## src/pip_pkg.sv

```systemverilog
package pip_pkg;

    localparam int VCOUNT_W      = 7;
    localparam int INDEX_W       = 6;
    localparam int RAY_FAR_RESET = 10000;

    localparam logic [0:0] CFG_VERTEX_COUNT = 1'b0;
    localparam logic [0:0] CFG_RAY_FAR_X    = 1'b1;

    localparam logic KIND_LOAD  = 1'b0;
    localparam logic KIND_QUERY = 1'b1;

    typedef enum logic [1:0] {
        OR_COL,
        OR_CW,
        OR_CCW
    } t_orient;

    typedef struct packed {
        logic valid;
        logic crossed;
        logic coll;
        logic on_box;
    } t_edge_res;

    function automatic t_orient f_orient(input logic is_zero, input logic is_neg);
        t_orient o;
        if (is_zero) begin
            o = OR_COL;
        end else if (is_neg) begin
            o = OR_CCW;
        end else begin
            o = OR_CW;
        end
        return o;
    endfunction

endpackage

```

## src/pip_edge.sv

```systemverilog
module pip_edge
    import pip_pkg::*;
#(
    parameter int W = 15
) (
    input  logic                i_clk,
    input  logic                i_rst_n,
    input  logic                i_valid,
    input  logic signed [W-1:0] i_ax,
    input  logic signed [W-1:0] i_ay,
    input  logic signed [W-1:0] i_bx,
    input  logic signed [W-1:0] i_by,
    input  logic signed [W-1:0] i_px,
    input  logic signed [W-1:0] i_py,
    input  logic signed [W-1:0] i_fx,
    output t_edge_res           o_res
);

    localparam int PW = 2 * W + 2;

    // stage 1: differences, box tests, ray-side orientations
    logic              r_v1;
    logic signed [W:0] r_dyab, r_dxab, r_dxpb, r_dypb, r_dxfb;
    logic              r_p_in_ab1, r_f_in_ab1, r_a_in_pf1, r_b_in_pf1;
    t_orient           r_o3_1, r_o4_1;

    // stage 2: products
    logic              r_v2;
    logic signed [PW-1:0] r_m1, r_m2, r_m3;
    logic              r_p_in_ab2, r_f_in_ab2, r_a_in_pf2, r_b_in_pf2;
    t_orient           r_o3_2, r_o4_2;

    logic p_in_ab, f_in_ab, a_in_pf, b_in_pf;
    logic signed [PW:0] v1, v2;
    t_orient o1, o2;
    logic crossed;

    always_comb begin
        p_in_ab = ((i_px >= i_ax && i_px <= i_bx) || (i_px >= i_bx && i_px <= i_ax))
               && ((i_py >= i_ay && i_py <= i_by) || (i_py >= i_by && i_py <= i_ay));
        f_in_ab = ((i_fx >= i_ax && i_fx <= i_bx) || (i_fx >= i_bx && i_fx <= i_ax))
               && ((i_py >= i_ay && i_py <= i_by) || (i_py >= i_by && i_py <= i_ay));
        a_in_pf = ((i_ax >= i_px && i_ax <= i_fx) || (i_ax >= i_fx && i_ax <= i_px))
               && (i_ay == i_py);
        b_in_pf = ((i_bx >= i_px && i_bx <= i_fx) || (i_bx >= i_fx && i_bx <= i_px))
               && (i_by == i_py);
    end

    always_ff @(posedge i_clk) begin
        r_dyab     <= $signed({i_by[W-1], i_by}) - $signed({i_ay[W-1], i_ay});
        r_dxab     <= $signed({i_bx[W-1], i_bx}) - $signed({i_ax[W-1], i_ax});
        r_dxpb     <= $signed({i_px[W-1], i_px}) - $signed({i_bx[W-1], i_bx});
        r_dypb     <= $signed({i_py[W-1], i_py}) - $signed({i_by[W-1], i_by});
        r_dxfb     <= $signed({i_fx[W-1], i_fx}) - $signed({i_bx[W-1], i_bx});
        r_p_in_ab1 <= p_in_ab;
        r_f_in_ab1 <= f_in_ab;
        r_a_in_pf1 <= a_in_pf;
        r_b_in_pf1 <= b_in_pf;
        // ray is horizontal: sign is -(fx-px)*(vy-py)
        r_o3_1     <= f_orient((i_fx == i_px) || (i_ay == i_py),
                               (i_fx > i_px) == (i_ay > i_py));
        r_o4_1     <= f_orient((i_fx == i_px) || (i_by == i_py),
                               (i_fx > i_px) == (i_by > i_py));

        r_m1       <= $signed({{(W+1){r_dyab[W]}}, r_dyab})
                    * $signed({{(W+1){r_dxpb[W]}}, r_dxpb});
        r_m2       <= $signed({{(W+1){r_dxab[W]}}, r_dxab})
                    * $signed({{(W+1){r_dypb[W]}}, r_dypb});
        r_m3       <= $signed({{(W+1){r_dyab[W]}}, r_dyab})
                    * $signed({{(W+1){r_dxfb[W]}}, r_dxfb});
        r_p_in_ab2 <= r_p_in_ab1;
        r_f_in_ab2 <= r_f_in_ab1;
        r_a_in_pf2 <= r_a_in_pf1;
        r_b_in_pf2 <= r_b_in_pf1;
        r_o3_2     <= r_o3_1;
        r_o4_2     <= r_o4_1;
    end

    always_comb begin
        v1 = $signed({r_m1[PW-1], r_m1}) - $signed({r_m2[PW-1], r_m2});
        v2 = $signed({r_m3[PW-1], r_m3}) - $signed({r_m2[PW-1], r_m2});
        o1 = f_orient(v1 == '0, v1[PW]);
        o2 = f_orient(v2 == '0, v2[PW]);
        crossed = (o1 != o2 && r_o3_2 != r_o4_2)
               || (o1 == OR_COL && r_p_in_ab2)
               || (o2 == OR_COL && r_f_in_ab2)
               || (r_o3_2 == OR_COL && r_a_in_pf2)
               || (r_o4_2 == OR_COL && r_b_in_pf2);
    end

    always_ff @(posedge i_clk) begin
        if (!i_rst_n) begin
            r_v1        <= 1'b0;
            r_v2        <= 1'b0;
            o_res.valid <= 1'b0;
        end else begin
            r_v1        <= i_valid;
            r_v2        <= r_v1;
            o_res.valid <= r_v2;
        end
        o_res.crossed <= crossed;
        o_res.coll    <= (o1 == OR_COL);
        o_res.on_box  <= r_p_in_ab2;
    end

endmodule

```

## config.mk

```make
export PLATFORM = sky130hd
export DESIGN_NAME = pip_edge
export DESIGN_NICKNAME = d
export VERILOG_FILES = /design/src/pip_pkg.sv /design/src/pip_edge.sv
export SDC_FILE = /design/constraint.sdc
export NUM_CORES = 2
export LEC_CHECK = 0
export ABC_AREA = 0
export BUFFER_PORTS_ARGS = -buffer_cell sky130_fd_sc_hd__buf_4
export CORE_ASPECT_RATIO = 1.25
export CORE_MARGIN = 2
export CORE_UTILIZATION = 38
export DETAILED_ROUTE_END_ITERATION = 7
export PLACE_DENSITY_LB_ADDON = 0.08
export SLEW_MARGIN = 20
export SYNTH_ARGS = -nofsm -noshare
export SYNTH_HDL_FRONTEND = slang
export SYNTH_SLANG_ARGS = --single-unit
```

## constraint.sdc

```tcl
create_clock -name i_clk -period 7.9 [get_ports i_clk]
set_input_delay 0 -clock i_clk [delete_from_list [all_inputs] [get_ports i_clk]]
set_output_delay 0 -clock i_clk [all_outputs]
set_load 0.02 [all_outputs]
```

; Word level (Yosys, flattened, before mapping)
; Index checks and enable logic that the tools add are counted.
[op_classes]
addsub = 7
multipliers = 3
n_lt_le_gt_ge = 23
n_eq_ne = 7
n_mux = 6
reduce_logical = 36
[op_table]
columns = cell, count
row1 = 15-bit greater-or-equal comparator, 10
row2 = 15-bit less-or-equal comparator, 10
row3 = 16-bit by 16-bit multiplier with 32-bit output, 3
row4 = 15-bit by 15-bit subtractor with 16-bit output, 5
row5 = 33-bit logical NOT, 2
row6 = 32-bit by 32-bit subtractor with 33-bit output, 2
row7 = 15-bit equality test, 3
row8 = 15-bit > comparator, 3
row9 = 1-bit logical AND, 19
row10 = 2-bit two-way mux, 6
row11 = 1-bit logical OR, 11
row12 = 2-bit logical NOT, 4
row13 = 2-bit != test, 2
row14 = 1-bit equality test, 2
[totals]
register_bits = 198
out_inout_bits = 4

; Depth between registers and ports, before layout
[logic_depth]
word_depth = 9
mapped_depth = 26
mapped_depth_nobuf = 25

; Least setup slack after synthesis
; Ideal clock, no wire load.
[synth_path]
path_type = flip-flop to flip-flop
start = reg r_dyab[10]
end = reg r_m3[30]
arrival_time_ns = 6.336
required_time_ns = 7.828
slack_ns = 1.492
path_stages_with_launch = 23
n_path_buf = 1
period_less_slack_ns = 6.408
cell_sequence = dfxtp_1 -> clkbuf_1 -> nand2_1 -> fa_1 -> fa_1 -> fa_1 -> fa_1 -> inv_1 -> fa_1 -> fa_1 -> ha_1 -> a21o_1 -> a21oi_1 -> nor2b_1 -> a311oi_1 -> o21ai_1 -> a21oi_1 -> a211oi_1 -> a41o_1 -> o41a_1 -> a21o_1 -> a21oi_1 -> xnor2_1
[synth_via]
elab_chain_len = 1
[synth_rtl]
columns = element, line
row1 = "start, declared", pip_edge.sv:23  ; logic signed [W:0] r_dyab, r_dxab, r_dxpb, r_dypb, r_dxfb;
row2 = "start signal, assigned", pip_edge.sv:50  ; r_dyab <= $signed({i_by[W-1], i_by}) - $signed({i_ay[W-1], i_ay});
row3 = 16-bit by 16-bit multiplier with 32-bit output, pip_edge.sv:70  ; * $signed({{(W+1){r_dxfb[W]}}, r_dxfb});
row4 = "end signal, assigned", pip_edge.sv:69  ; r_m3 <= $signed({{(W+1){r_dyab[W]}}, r_dyab})
row5 = "end, declared", pip_edge.sv:29  ; logic signed [PW-1:0] r_m1, r_m2, r_m3;
; No other way between the ends.
; A chain may end at the register's enable or synchronous reset.

; Worst setup path in the final report
[layout_path]
start = reg r_dyab[7]
end = reg r_m3[30]
; The elaborated chain is that of the path after synthesis.

==> run summary <==
The run finished with clean final reports. Entering global routing, the biggest net connects 24 pins. The global routing's busiest layer is met2. The number of nets with antenna violations after detailed routing came out at 0. The area after detailed placement was 45,600 µm².

Data on the critical path is required at its endpoint by 8370 ps. The cell type contributing the most total cell area after synthesis is sky130_fd_sc_hd__fa_1. Measured along the x axis, the die boundary spans 305 µm. The total area of multi-input combinational cells was 34,200 µm².

The sink count of the clock tree was 198; the number of DRC markers after the initial detailed-route iteration was 1,706. Registers take 3960 µm². The number of synthesized flops with an enable pin is 0. Number of nets in the synthesized netlist: 6,246.

The tools report the post-synthesis sequential area ratio as 0.0923. Setup repair after global routing left no endpoint under its margin. After routing, the total negative slack on setup checks comes to 0 ps. The synthesized area per cell works out to 8.77 µm². The run gives 6,405 as the total number of nets in the final design. The tools report the half-perimeter wire length of the detailed placement result as 113,000 µm. Compared with the post-synthesis result, the final layout area differs by 9.89%. The number of fillers in the final layout is 11,400.

Clock-pin slew on the worst setup and hold paths: 90 ps. The logs give 0.878 for the weighted congestion at the end of routability-driven global placement and 0 for the number of buffers inserted to repair setup after CTS. Source-to-sink clock delay at the later pin of the worst-skew pair: 540 ps. The count of state elements after synthesis came out at 198.

The final hold violation count came out at 0. The classification of the worst setup path was reg2reg. The tools report the number of instances in the synthesized netlist as 4,897. The proportion of synthesized flip-flops having asynchronous set or reset came out at 0.

TritonCTS built the clock tree. The remaining max-slew budget at the tightest pin is 0.327. Pin placement for this block handled 112 I/O pins. For the end-of-flow core utilization, the log shows 0.422. The worst hold path class is in2reg.

The die is 380 µm tall. The first detailed-routing pass ran for 7 iterations. The cell row count was 137; the total routing usage reported by global routing was 0.231. The run gives 0.384 as the initial cell density of the core. The Yosys step of the flow raised 0 warnings. At the pin with the least slew margin, the transition time is 1010 ps. The tool flagged a number of max-cap violations equal to 0.

Post-detailed-route DRC marker count: 0. The area enclosed by the die boundary came out at 116,000 µm². The worst path in the final design needs a cycle of 7340 ps, including I/O delays and setup. The nature of the critical path endpoint was a flip-flop. The post-synthesis instance area was 42,900 µm². With fillers left out, the area of the finished cells amounts to 47,200 µm².

The maximum level of the CTS H-tree came out at 4. The count of buffers added on input and output ports is 111. In this design, the stage delay of the slowest critical-path cell is 990 ps. The count of final setup violators was 0; the met2 routing resource usage after global routing was 0.429.

STA puts the critical path data arrival time at 7800 ps. The total global routing overflow was 0. The total length of routed wires is 130,000 µm. Static timing analysis puts the maximum clock frequency at 136 MHz. The top flip-flop cell by instance count after synthesis was sky130_fd_sc_hd__dfxtp_1. The largest buffer count on any clock path was 2; the met1 capacity usage during global routing was 0.285.

Clock tree synthesis inserted a total of 17 buffers. The via count of the first global-routing pass was 35,100; the average detailed-routed wire length per instance was 20.0 µm. For this block, the via count after detailed routing is 32,500. STA classifies the critical path startpoint as a flip-flop. In the post-synthesis netlist, the biggest area contributors are sky130_fd_sc_hd__fa_1 (37%), sky130_fd_sc_hd__ha_1 (13%), sky130_fd_sc_hd__inv_1 (9.6%). The critical path goes through and2_1 > fa_1 > inv_1 > fa_1 > fa_1 > fa_1 > inv_1 > fa_1 > fa_1 > ha_1 > a21o_1 > a21oi_1 > nor2b_1 > a311oi_1 > o21ai_1 > a21oi_1 > a211oi_1 > a41o_1 > o41a_1 > a21o_1 > a21oi_1 > xnor2_1.

The peak fanout along the critical path is 21. The first global-routing pass estimated 205,000 µm of wire. The number of antenna violations at the first check in global routing came out at 4. The vias per cell came out at 4.98. The share of cells above drive strength 1 came out at 0.0497. The critical-path cell with the highest stage delay was sky130_fd_sc_hd__dfxtp_1. The fraction of post-synthesis cell area in the top cell type by area is 0.370.

Final clock skew: 12.6 ps. The final worst-path cycle share came out at 0.929. In this run the clock root is driven by a sky130_fd_sc_hd__clkbuf_16.

Counting stages on the worst path, the most repeated cell is sky130_fd_sc_hd__fa_1. The tools report the number of max-slew violations in the final report as 0. After synthesis, the netlist uses 87 different library cells. The run gives 0.0187 as the met3 demand-to-capacity share in global routing.

The tools report the placeable core area as 112,000 µm².
-- state kept, by name, summed over array words and instances, names as in the netlist, 2 cells and up --
signal,flops
o_res,4
r_dxab,16
r_dxfb,16
r_dxpb,16
r_dyab,16
r_dypb,16
r_m1,32
r_m2,32
r_m3,32
r_o3_1,2
r_o3_2,2
r_o4_1,2
r_o4_2,2
-- cell families (layout without fill, tap and decap cells) --
family | after synthesis | count (layout) | share of synthesized area
simple gates | 1440 | 1440 | 0.169
buf+inv | 1251 | 1423 | 0.110
fa+ha+maj | 1241 | 1241 | 0.500
compound gates | 584 | 584 | 0.0900
flops | 198 | 198 | 0.0923
xor+xnor | 169 | 169 | 0.0345
mux | 14 | 14 | 0.00335
other cells | 0 | 3 | 0
-- what timing repair did --
action	in CTS	in global routing
hold buffers	96	1
endpoints found under the hold margin	58	1
resized for setup	0	0
-- cell usage in the layout (no fill, tap or decap), types with 27 or more instances in the layout --
cell type	count
sky130_fd_sc_hd__a21boi_0	27
sky130_fd_sc_hd__a21o_1	68
sky130_fd_sc_hd__a21oi_1	146
sky130_fd_sc_hd__and2_1	385
sky130_fd_sc_hd__buf_4	192
sky130_fd_sc_hd__dfxtp_1	198
sky130_fd_sc_hd__dlygate4sd3_1	97
sky130_fd_sc_hd__fa_1	793
sky130_fd_sc_hd__ha_1	448
sky130_fd_sc_hd__inv_1	1102
sky130_fd_sc_hd__nand2_1	478
sky130_fd_sc_hd__nand2b_1	61
sky130_fd_sc_hd__nand3_1	52
sky130_fd_sc_hd__nand4_1	47
sky130_fd_sc_hd__nor2_1	202
sky130_fd_sc_hd__nor2b_1	48
sky130_fd_sc_hd__nor3_1	67
sky130_fd_sc_hd__o21a_1	29
sky130_fd_sc_hd__o21ai_0	114
sky130_fd_sc_hd__xnor2_1	124
sky130_fd_sc_hd__xor2_1	45
-- synthesized netlist by cell type (all sizes together) (52+ instances only) --
master,n
ha,448
nor3,68
nor2,203
a21o,68
o21ai,124
and2,385
dfxtp,198
fa,793
nand2b,61
clkbuf,133
nand3,52
nand2,478
inv,1102
a21oi,151
xnor2,124
-- cell type report --
cell class | count | share of cell area
antenna | 3 | 0.000159
tap | 1459 | 0.0387
clock inverter | 14 | 0.00326
timing repair buffer | 289 | 0.0511
multi-input combinational | 3448 | 0.726
sequential | 198 | 0.0840
clock buffer | 18 | 0.00931
inverter | 1102 | 0.0877
-- layer usage --
layer  share of wire  up-vias
li1                -    15500
met1            0.43    16400
met2            0.53      478
met3           0.022      102
met4           0.025        0
met5               0        -
-- worst paths after layout --
| kind | startpoint | to | slack (ps) | depth (start not counted) |
|---|---|---|---|---|
| min reg2reg | r_o4_1[0] | r_o4_2[0] | 330 | 0 |
| min | i_bx[13] | r_dxab[13] | 40 | 5 |
| max | r_dyab[7] | r_m3[30] | 560 | 22 |
| max reg2reg | r_dyab[7] | r_m3[30] | 560 | 22 |
-- worst max-delay path, delay by kind of cell (launching register included) --
kind / cells / cell delay (ps)
flops: 1 / 990
compound gates: 10 / 2510
xor+xnor: 1 / 130
fa+ha+maj: 7 / 3160
simple gates: 2 / 330
buf+inv: 2 / 130
-- stage by stage --
stage / cells / setup WS (ps) / hold WS (ps)
after global routing: 6531 / 188 / 26.6
after detailed placement: 6399 / 645 / 210
after CTS: 6527 / 593 / 1.69
after global placement: 6399 / 704 / 208
after floorplan: 4897 / 1490 / 122
final: 6531 / 563 / 38.4
Power is not shown: default switching activity piles up to over one toggle a cycle in this logic, so the estimate is an artifact.
